--- src/rtl/core/periodic_task_timer_table_assert.svh ---
// Assertion macros for the periodic task timer table.
`ifndef PERIODIC_TASK_TIMER_TABLE_ASSERT_SVH
`define PERIODIC_TASK_TIMER_TABLE_ASSERT_SVH
`ifndef NO_ASSERTIONS
`define PTT_ASSERT_IMPL(label, clk, rst_n, ante, cons, msg) \
    label: assert property (@(posedge clk) disable iff (!rst_n) (ante) |-> (cons)) \
        else $error(msg);
`define PTT_ASSERT_NEXT(label, clk, rst_n, ante, cons, msg) \
    label: assert property (@(posedge clk) disable iff (!rst_n) (ante) |=> (cons)) \
        else $error(msg);
`else
`define PTT_ASSERT_IMPL(label, clk, rst_n, ante, cons, msg)
`define PTT_ASSERT_NEXT(label, clk, rst_n, ante, cons, msg)
`endif
`endif

--- src/rtl/core/ptt_pkg.sv ---
// Package with types, codes and sizes of the periodic task timer table.
package ptt_pkg;
    localparam int TASK_SLOTS  = 8;
    localparam int RING_DEPTH  = 8;
    localparam int MAX_RESULTS = 16;
    localparam int SLOT_W = (TASK_SLOTS > 1) ? $clog2(TASK_SLOTS) : 1;
    localparam int RING_W = $clog2(RING_DEPTH);
    localparam int CNT_W  = $clog2(MAX_RESULTS + 1);
    localparam logic [7:0] FREE_ID = 8'd255;

    typedef enum logic [2:0] {
        MODE_ADD = 3'd0, MODE_REMOVE = 3'd1, MODE_SET = 3'd2,
        MODE_TICK = 3'd3, MODE_ENQ = 3'd4, MODE_POLL = 3'd5
    } mode_t;

    localparam logic [1:0] KIND_STATUS = 2'd0;
    localparam logic [1:0] KIND_DRAIN  = 2'd1;
    localparam logic [1:0] KIND_FIRE   = 2'd2;

    localparam logic [2:0] ST_OK = 3'd0;
    localparam logic [2:0] ST_NO_SLOT = 3'd1;
    localparam logic [2:0] ST_DUP = 3'd2;
    localparam logic [2:0] ST_NOT_FOUND = 3'd3;
    localparam logic [2:0] ST_BAD_INTERVAL = 3'd4;
    localparam logic [2:0] ST_INVALID_ID = 3'd5;
    localparam logic [2:0] ST_FULL = 3'd6;

    localparam logic CFG_MIN = 1'b0;
    localparam logic CFG_MAX = 1'b1;

    typedef struct packed {
        logic [2:0]  mode;
        logic [7:0]  task_id;
        logic [15:0] interval;
        logic [15:0] token;
    } in_item_t;

    typedef struct packed {
        logic [1:0]  kind;
        logic [2:0]  status;
        logic [7:0]  fired_id;
        logic [15:0] handle;
        logic        last;
    } out_item_t;

    typedef struct packed {
        logic [7:0]  ident;
        logic        pending;
        logic [15:0] period;
        logic [15:0] remaining;
        logic [15:0] handle;
    } slot_t;

    // Command broadcast to all cells of the chain at once.
    typedef struct packed {
        logic        tick;
        logic        add;
        logic        remove;
        logic        set;
        logic        fire;
        logic [15:0] interval;
        logic [15:0] token;
        logic [7:0]  task_id;
    } cell_cmd_t;

    // Search token that runs along the chain.
    typedef struct packed {
        logic       found;
        logic       have_free;
        logic       have_pend;
    } chain_t;

    typedef enum logic [2:0] {
        ST_IDLE, ST_DRAIN, ST_FIRE, ST_DONE, ST_OUT
    } fsm_t;
endpackage

--- src/rtl/core/ptt_cell.sv ---
// One timer slot cell of the chain.
module ptt_cell (
    input  logic              clk,
    input  logic              rst_n,
    input  ptt_pkg::cell_cmd_t cmd,
    input  logic              sel_add,
    input  logic              sel_fire,
    input  ptt_pkg::chain_t   chain_in,
    output ptt_pkg::chain_t   chain_out,
    output logic              is_free,
    output logic              is_pend,
    output ptt_pkg::slot_t    slot
);
    import ptt_pkg::*;

    logic [7:0]  ident_reg, ident_next;
    logic        pend_reg, pend_next;
    logic [15:0] period_reg, period_next, rem_reg, rem_next, handle_reg, handle_next;
    logic [15:0] dec;
    logic        match;

    assign match   = (ident_reg == cmd.task_id);
    assign is_free = (ident_reg == FREE_ID);
    assign is_pend = !is_free && pend_reg;
    assign chain_out.found     = chain_in.found | match;
    assign chain_out.have_free = chain_in.have_free | is_free;
    assign chain_out.have_pend = chain_in.have_pend | is_pend;
    assign dec = rem_reg - 16'd1;
    assign slot = '{ident: ident_reg, pending: pend_reg, period: period_reg,
                    remaining: rem_reg, handle: handle_reg};

    always_comb
    begin
        ident_next = ident_reg; pend_next = pend_reg; period_next = period_reg;
        rem_next = rem_reg; handle_next = handle_reg;
        if (cmd.add && sel_add)
        begin
            ident_next = cmd.task_id; pend_next = 1'b0; period_next = cmd.interval;
            rem_next = cmd.interval; handle_next = cmd.token;
        end
        if (cmd.remove && match) ident_next = FREE_ID;
        if (cmd.set && match) period_next = cmd.interval;
        if (cmd.tick && !is_free && !pend_reg)
        begin
            rem_next = dec;
            pend_next = (dec == 16'd0);
        end
        if (cmd.fire && sel_fire)
        begin
            rem_next = period_reg; pend_next = 1'b0;
        end
    end

    always_ff @(posedge clk or negedge rst_n)
    begin
        if (!rst_n)
        begin
            ident_reg <= FREE_ID;
            pend_reg  <= 1'b0;
        end
        else
        begin
            ident_reg <= ident_next;
            pend_reg  <= pend_next;
        end
    end

    always_ff @(posedge clk)
    begin
        period_reg <= period_next;
        rem_reg    <= rem_next;
        handle_reg <= handle_next;
    end
endmodule

--- src/rtl/core/ptt_ring.sv ---
// Deferred handle ring with head and tail pointers.
module ptt_ring (
    input  logic                    clk,
    input  logic                    rst_n,
    input  logic                    push,
    input  logic [15:0]             push_data,
    input  logic                    pop,
    output logic                    full,
    output logic                    empty_at,
    input  logic [ptt_pkg::RING_W-1:0] snap,
    output logic [ptt_pkg::RING_W-1:0] tail,
    output logic [15:0]             head_data
);
    import ptt_pkg::*;

    logic [15:0] mem_reg [RING_DEPTH];
    logic [RING_W-1:0] head_reg, head_next, tail_reg, tail_next;

    function automatic logic [RING_W-1:0] nxt(input logic [RING_W-1:0] p);
        nxt = (p == RING_W'(RING_DEPTH - 1)) ? '0 : p + 1'b1;
    endfunction

    assign full      = (nxt(tail_reg) == head_reg);
    assign empty_at  = (head_reg == snap);
    assign tail      = tail_reg;
    assign head_data = mem_reg[head_reg];

    always_comb
    begin
        head_next = pop ? nxt(head_reg) : head_reg;
        tail_next = (push && !full) ? nxt(tail_reg) : tail_reg;
    end

    always_ff @(posedge clk or negedge rst_n)
    begin
        if (!rst_n)
        begin
            head_reg <= '0;
            tail_reg <= '0;
        end
        else
        begin
            head_reg <= head_next;
            tail_reg <= tail_next;
        end
    end

    always_ff @(posedge clk)
    begin
        if (push && !full) mem_reg[tail_reg] <= push_data;
    end
endmodule

--- src/rtl/core/periodic_task_timer_table.sv ---
// Top level of the periodic task timer table with its deferred ring.
//
//  Channel | Handshake          | Payload
//  --------+--------------------+------------------------------
//  in      | in_valid/in_stall  | in_item (mode, id, interval, token)
//  out     | out_valid/out_stall| out_item (kind, status, id, handle, last)
//  cfg     | cfg_valid/cfg_ready| cfg_index, cfg_data
//
// A table command updates the cells at its accepting edge; its status item is
// registered and presented from ST_OUT, and the input stays stalled until that
// item has been taken. A poll pops the ring in ST_DRAIN and emits each nonzero
// handle, fires the pending slots in ST_FIRE and emits each one, and ends with
// the done item built in ST_DONE; out_stall holds a presented item until taken.
// Reset clears slot identities, pending flags and the ring pointers.
`include "periodic_task_timer_table_assert.svh"
module periodic_task_timer_table (
    input  logic               clk,
    input  logic               rst_n,
    input  logic               in_valid,
    output logic               in_stall,
    input  ptt_pkg::in_item_t  in_item,
    output logic               out_valid,
    input  logic               out_stall,
    output ptt_pkg::out_item_t out_item,
    input  logic               cfg_valid,
    output logic               cfg_ready,
    input  logic               cfg_index,
    input  logic [15:0]        cfg_data
);
    import ptt_pkg::*;

    fsm_t state_reg, state_next;
    out_item_t out_reg, out_next;
    logic out_valid_reg, out_valid_next;
    logic [15:0] min_reg, max_reg;
    logic [CNT_W-1:0] n_reg, n_next;
    logic [RING_W-1:0] snap_reg, snap_next, tail;
    logic accept;

    cell_cmd_t cmd;
    chain_t chain [TASK_SLOTS+1];
    logic [TASK_SLOTS-1:0] is_free, is_pend, sel_add, sel_fire;
    slot_t slots [TASK_SLOTS];
    logic [TASK_SLOTS-1:0] free_seen, pend_seen;
    logic ring_full, ring_empty, ring_pop, ring_push;
    logic [15:0] head_data;
    logic room, ivl_ok;
    logic [SLOT_W-1:0] fire_idx;

    assign accept    = in_valid && !in_stall;
    assign in_stall  = (state_reg != ST_IDLE);
    assign cfg_ready = 1'b1;
    assign out_valid = out_valid_reg;
    assign out_item  = out_reg;
    assign chain[0]  = '0;
    assign room      = (n_reg < CNT_W'(MAX_RESULTS - 1));
    assign ivl_ok    = (in_item.interval >= min_reg) && (in_item.interval <= max_reg);

    // First free and first pending slot, found by prefix bits along the chain.
    always_comb
    begin
        fire_idx = '0;
        for (int i = 0; i < TASK_SLOTS; i++)
        begin
            free_seen[i] = chain[i].have_free;
            pend_seen[i] = chain[i].have_pend;
            sel_add[i]   = is_free[i] && !free_seen[i];
            sel_fire[i]  = is_pend[i] && !pend_seen[i];
            if (sel_fire[i]) fire_idx = SLOT_W'(i);
        end
    end

    generate
        for (genvar g = 0; g < TASK_SLOTS; g++)
        begin : g_cell
            ptt_cell u_cell (
                .clk(clk), .rst_n(rst_n), .cmd(cmd), .sel_add(sel_add[g]),
                .sel_fire(sel_fire[g]), .chain_in(chain[g]), .chain_out(chain[g+1]),
                .is_free(is_free[g]), .is_pend(is_pend[g]),
                .slot(slots[g])
            );
        end
    endgenerate

    ptt_ring u_ring (
        .clk(clk), .rst_n(rst_n), .push(ring_push), .push_data(in_item.token),
        .pop(ring_pop), .full(ring_full), .empty_at(ring_empty), .snap(snap_reg),
        .tail(tail), .head_data(head_data)
    );

    // Command decode for the cells and ring in the accept cycle, and fire in ST_FIRE.
    always_comb
    begin
        cmd = '0;
        cmd.interval = in_item.interval;
        cmd.token    = in_item.token;
        cmd.task_id  = in_item.task_id;
        ring_push    = 1'b0;
        if (accept && in_item.task_id != FREE_ID)
        begin
            cmd.add    = (in_item.mode == MODE_ADD) && ivl_ok && !chain[TASK_SLOTS].found;
            cmd.remove = (in_item.mode == MODE_REMOVE);
            cmd.set    = (in_item.mode == MODE_SET) && ivl_ok;
        end
        if (accept)
        begin
            cmd.tick  = (in_item.mode == MODE_TICK);
            ring_push = (in_item.mode == MODE_ENQ);
        end
        cmd.fire = (state_reg == ST_FIRE) && !out_valid_reg && room && chain[TASK_SLOTS].have_pend;
    end
    assign ring_pop = (state_reg == ST_DRAIN) && !out_valid_reg && !ring_empty && room;

    // Next state. The final item of an input is held in ST_OUT until the
    // consumer takes it, so the block is empty whenever it is idle.
    always_comb
    begin
        state_next = state_reg;
        case (state_reg)
            ST_IDLE:
                if (accept) state_next = (in_item.mode == MODE_POLL) ? ST_DRAIN : ST_OUT;
            ST_DRAIN:
                if (!out_valid_reg && (ring_empty || !room)) state_next = ST_FIRE;
            ST_FIRE:
                if (!out_valid_reg && (!chain[TASK_SLOTS].have_pend || !room))
                    state_next = ST_DONE;
            ST_DONE:
                if (!out_valid_reg) state_next = ST_OUT;
            ST_OUT:
                if (out_valid_reg && !out_stall) state_next = ST_IDLE;
            default: state_next = ST_IDLE;
        endcase
    end

    // Outputs and data path.
    always_comb
    begin
        out_next = out_reg;
        out_valid_next = out_valid_reg && out_stall;
        n_next = n_reg;
        snap_next = snap_reg;
        case (state_reg)
            ST_IDLE:
                if (accept)
                begin
                    n_next = '0;
                    snap_next = tail;
                    out_next = '{kind: KIND_STATUS, status: ST_OK, fired_id: 8'd0,
                                 handle: 16'd0, last: 1'b1};
                    case (in_item.mode)
                        MODE_ADD:
                            if (in_item.task_id == FREE_ID) out_next.status = ST_INVALID_ID;
                            else if (!ivl_ok) out_next.status = ST_BAD_INTERVAL;
                            else if (chain[TASK_SLOTS].found) out_next.status = ST_DUP;
                            else if (!chain[TASK_SLOTS].have_free)
                                out_next.status = ST_NO_SLOT;
                        MODE_REMOVE:
                            if (in_item.task_id == FREE_ID) out_next.status = ST_INVALID_ID;
                            else if (!chain[TASK_SLOTS].found) out_next.status = ST_NOT_FOUND;
                        MODE_SET:
                            if (in_item.task_id == FREE_ID) out_next.status = ST_INVALID_ID;
                            else if (!ivl_ok) out_next.status = ST_BAD_INTERVAL;
                            else if (!chain[TASK_SLOTS].found) out_next.status = ST_NOT_FOUND;
                        MODE_ENQ:
                            if (ring_full) out_next.status = ST_FULL;
                        default: out_next.status = ST_OK;
                    endcase
                end
            ST_DRAIN:
                if (ring_pop && head_data != 16'd0)
                begin
                    out_next = '{kind: KIND_DRAIN, status: ST_OK, fired_id: 8'd0,
                                 handle: head_data, last: 1'b0};
                    out_valid_next = 1'b1;
                    n_next = n_reg + 1'b1;
                end
            ST_FIRE:
                if (cmd.fire)
                begin
                    out_next = '{kind: KIND_FIRE, status: ST_OK,
                                 fired_id: slots[fire_idx].ident,
                                 handle: slots[fire_idx].handle, last: 1'b0};
                    out_valid_next = 1'b1;
                    n_next = n_reg + 1'b1;
                end
            ST_DONE:
                if (!out_valid_reg)
                    out_next = '{kind: KIND_STATUS, status: ST_OK, fired_id: 8'd0,
                                 handle: 16'd0, last: 1'b1};
            ST_OUT:
                if (!out_valid_reg) out_valid_next = 1'b1;
            default: out_valid_next = 1'b0;
        endcase
    end

    always_ff @(posedge clk or negedge rst_n)
    begin
        if (!rst_n)
        begin
            state_reg     <= ST_IDLE;
            out_valid_reg <= 1'b0;
            min_reg       <= 16'd1;
            max_reg       <= 16'hFFFF;
        end
        else
        begin
            state_reg     <= state_next;
            out_valid_reg <= out_valid_next;
            if (cfg_valid && cfg_ready)
            begin
                if (cfg_index == CFG_MIN) min_reg <= cfg_data;
                if (cfg_index == CFG_MAX) max_reg <= cfg_data;
            end
        end
    end

    always_ff @(posedge clk)
    begin
        out_reg  <= out_next;
        n_reg    <= n_next;
        snap_reg <= snap_next;
    end

    `PTT_ASSERT_IMPL(a_idle_quiet, clk, rst_n, state_reg == ST_IDLE, !out_valid_reg,
        "output valid while idle")
    `PTT_ASSERT_NEXT(a_fire_pending, clk, rst_n, cmd.fire, $past(chain[TASK_SLOTS].have_pend),
        "fire without pending slot")
    `PTT_ASSERT_IMPL(a_one_hot_fire, clk, rst_n, 1'b1, $onehot0(sel_fire),
        "more than one slot selected to fire")
    `PTT_ASSERT_IMPL(a_last_done, clk, rst_n, out_valid_reg && out_reg.kind != KIND_STATUS,
        !out_reg.last, "handle item marked last")
endmodule
--- config.mk ---
export PLATFORM = sky130hd
export DESIGN_NAME = periodic_task_timer_table
export DESIGN_NICKNAME = d
export VERILOG_FILES = /design/src/rtl/core/ptt_pkg.sv /design/src/rtl/core/ptt_cell.sv /design/src/rtl/core/ptt_ring.sv /design/src/rtl/core/periodic_task_timer_table.sv
export VERILOG_INCLUDE_DIRS = /design/src /design/src/rtl/core
export SDC_FILE = /design/constraint.sdc
export NUM_CORES = 1
export LEC_CHECK = 0
export ABC_AREA = 1
export BUFFER_PORTS_ARGS = -buffer_cell sky130_fd_sc_hd__buf_4
export CAP_MARGIN = 5
export CORE_ASPECT_RATIO = 0.7
export CORE_MARGIN = 10
export CORE_UTILIZATION = 60
export CTS_BUF_LIST = sky130_fd_sc_hd__clkbuf_4
export CTS_CLUSTER_DIAMETER = 40
export DETAILED_ROUTE_END_ITERATION = 12
export GPL_ROUTABILITY_DRIVEN = 1
export MAX_ROUTING_LAYER = met4
export PLACE_DENSITY = 0.77
export RECOVER_POWER = 50
export SYNTH_ARGS = -nofsm -noshare
export SYNTH_HDL_FRONTEND = slang
export SYNTH_SLANG_ARGS = --single-unit
--- constraint.sdc ---
create_clock -name clk -period 7.4 [get_ports clk]
set_input_delay 1.11 -clock clk [delete_from_list [all_inputs] [get_ports clk]]
set_output_delay 1.11 -clock clk [all_outputs]
set_load 0.1 [all_outputs]
==> flow_summary.ini <==
[die]
die_x_um = 300.6
die_area_um2 = 65070
placementRows = 71
ios = 98
coreArea_um2 = 54100
start_util_pct = 61.14
fp.dieH_um = 216.4

[timing]
rsz0062_at_grt = false
hold_ws_ns = 0.4135
finalSetupViolations = 0
slew_headroom_pct = -71.75
worst_pin_slew_ns = 2.576
post-route-min-period_ns = 5.660
fin_skew_ns = 0.07250
fmax_mhz = 176.7
maxSlewViolCount = 210
fin_tns_setup_ns = 0
final_hold_viol_count = 0
min_period_over_period_pct = 76.48

[worst_setup_path]
cp.arrival_ns = 6.26
crit_fanout = 68
path_class = reg -> reg
worst_setup_path_start_kind = flop
cp.required_ns = 8.00
regToRegSetupSlack_ns = 1.74
endpoint_kind = flop

[synthesis]
ys_async_sr_fraction_pct = 17.17
seq_area_frac_synth_pct = 58.86
synthFlopType = edfxtp_1
synth_cells = 3388
ys_warn_count = 0
synth-seq-cells = 664
synth-edff-count = 550
syn_avg_cell_area_um2 = 9.763
syn_area_um2 = 33080
yosysUniqueCellTypes = 52
syn_nets = 3506

[clocking]
clockBufferDepth = 3
cts-buffers-inserted = 162
clkSlewWorstSetupHoldPaths_ns = 0.06
postCtsHoldBufs = 0
cts-resized-gates = 0
clock_latency_ns = 0.96
cts_root_buffer = clkbuf_4
cts.sinks = 664
htree_levels = 4
cts_tree = done
post_cts_buffers = 0

[layout]
postLayoutCellArea_um2 = 36120
final_util_pct = 66.76
fin_nets = 3629
synthToLayoutAreaGrowth_pct = 9.188
fillCellCount = 4199
drive_above_1_share_pct = 12.24

[drt]
drc = 0
via_count = 26020
routed_wl_um = 89730
wl_per_cell_um = 20.50
via_per_inst = 5.943
postRouteAntennaNets = 0
drtIter0Drc = 3390
firstDrtPassIters = 9

[global_route]
track_usage_pct = 27.76
grt_pass1_vias = 24180
grt_pass1_wl_um = 137800
grt-ovfl-total = 0
antenna_found_initial = 4
grt_start_max_net_pins = 101

[power]
power_mw = 9.125
power.density_nw_per_um2 = 252.7
cellLeakagePower_nw = 14.28
ir_worst_vdd_uv = 274.6

[place]
gp_congestion = 0.9844
placed_cell_area_um2 = 34260
hpwl_um = 58630
portBuffers = 96

[outcome]
status = finished, violations left
violations = capacitance limit, slew limit

[worst_hold_path]
worstHoldPathType = in -> reg

[run]
maxCapViolCount = 8
## per-layer routing
metal | up-vias | track usage (%) | wire length, um
met5 | - | - | 0
met4 | 0 | 7.632 | 1567
met3 | 145 | 8.315 | 12660
met2 | 1583 | 36.26 | 36250
met1 | 12280 | 41.19 | 39260
li1 | 12010 | - | -
## logic make-up after synthesis
logic type	Yosys count	synth area share (%)
other	1	0.01134
flip-flops	664	58.86
adder cells (fa/ha/maj)	53	2.005
multiplexers	1	0.03404
AND/OR/NAND/NOR	1546	20.56
buffers and inverters	526	6.446
AO/OA/AOI/OAI	459	8.431
XOR/XNOR	138	3.654
## metrics by stage
stage	std cells	worst slack, ns
floorplan	3388	3.358
global placement	4076	2.561
detailed placement	4076	2.355
CTS	4373	2.862
global route	4378	1.238
finish	4378	1.740
## critical path: stages, from the launching register on
cell	delay, ns
dfrtp_1	1.80
clkinv_1	1.46
buf_4	0.59
o21ai_0	0.20
o22ai_1	0.11
nand2_1	0.09
nand2_1	0.15
nor2_1	0.12
nand2_1	0.05
nor2_1	0.08
nand2_1	0.09
nand2_1	0.09
nand2_1	0.06
nand3_1	0.18
nor2_4	0.20
## placed cells by master, fill, tap and decap left out, drive strengths merged, types with 5 or more instances in the layout
| cell type | instances |
|---|---|
| a21oi | 55 |
| a31oi | 98 |
| buf | 55 |
| clkbuf | 312 |
| clkinv | 47 |
| clkinvlp | 5 |
| dfrtp | 33 |
| dfstp | 81 |
| edfxtp | 550 |
| ha | 53 |
| inv | 360 |
| nand2 | 724 |
| nand3 | 261 |
| nand3b | 48 |
| nand4 | 60 |
| nor2 | 352 |
| nor3 | 63 |
| nor4 | 24 |
| o211ai | 86 |
| o21a | 27 |
| o21ai | 148 |
| o22ai | 34 |
| or2 | 9 |
| xnor2 | 47 |
| xor2 | 91 |
## power by group
part           internal, mW  leakage, nW  switching (mW)  total (mW)
combinational         0.308         6.76            1.22        1.53
sequential             4.27         6.24           0.162        4.44
clock                  1.62         1.27            1.55        3.16
total                  6.20         14.3            2.93        9.13
## cell usage after synthesis, types with 11 or more instances
| master | count | area share (%) |
|---|---|---|
| nand4_1 | 56 | 1.1 |
| xnor2_1 | 47 | 1.2 |
| nor2_1 | 346 | 3.9 |
| inv_1 | 344 | 3.9 |
| clkbuf_1 | 68 | 0.77 |
| dfstp_2 | 81 | 6.4 |
| inv_2 | 11 | 0.12 |
| o21ai_0 | 144 | 2.2 |
| edfxtp_1 | 550 | 50 |
| nor3_1 | 58 | 0.88 |
| o21a_1 | 27 | 0.61 |
| nand3b_1 | 48 | 1.1 |
| a21oi_1 | 55 | 0.83 |
| a31oi_1 | 98 | 1.9 |
| nand2_1 | 717 | 8.1 |
| buf_4 | 16 | 0.36 |
| clkbuf_2 | 12 | 0.18 |
| ha_1 | 53 | 2.0 |
| o211ai_1 | 86 | 2.0 |
| o22ai_1 | 34 | 0.64 |
| nor4_1 | 23 | 0.44 |
| buf_1 | 11 | 0.12 |
| dfrtp_1 | 33 | 2.5 |
| xor2_1 | 91 | 2.4 |
| nand3_1 | 259 | 3.9 |
| buf_2 | 60 | 0.91 |
## worst paths after layout
| check | start | to | cells past startpoint |
|---|---|---|---|
| setup reg to reg | u_ring.head_reg[0]$_DFFE_PN0P_ | out_item[21]$_DFFE_PP_ | 14 |
| setup / recovery | u_ring.head_reg[0]$_DFFE_PN0P_ | out_item[21]$_DFFE_PP_ | 14 |
| hold / removal | cfg_data[1] | max_reg[1]$_DFFE_PN1P_ | 3 |
| min in group asynchronous | rst_n | g_cell[6].u_cell.pend_reg$_DFFE_PN0P_ | 1 |
| max in group asynchronous | rst_n | g_cell[3].u_cell.pend_reg$_DFFE_PN0P_ | 2 |
| hold reg to reg | min_reg[12]$_DFFE_PN0P_ | min_reg[12]$_DFFE_PN0P_ | 2 |
## area by class of cell
class,count,area [um^2],share of cell area [%]
well taps,730,913.4,2.529
inverters,358,1344,3.721
diodes,4,10.01,0.02771
clock inverters,57,371.6,1.029
flip-flops and latches,664,19470,53.91
repair buffers,127,686.9,1.902
clock buffers,240,1802,4.989
multi-input cells,2198,11520,31.90
Note: power is estimated with default switching activity, not from simulation.
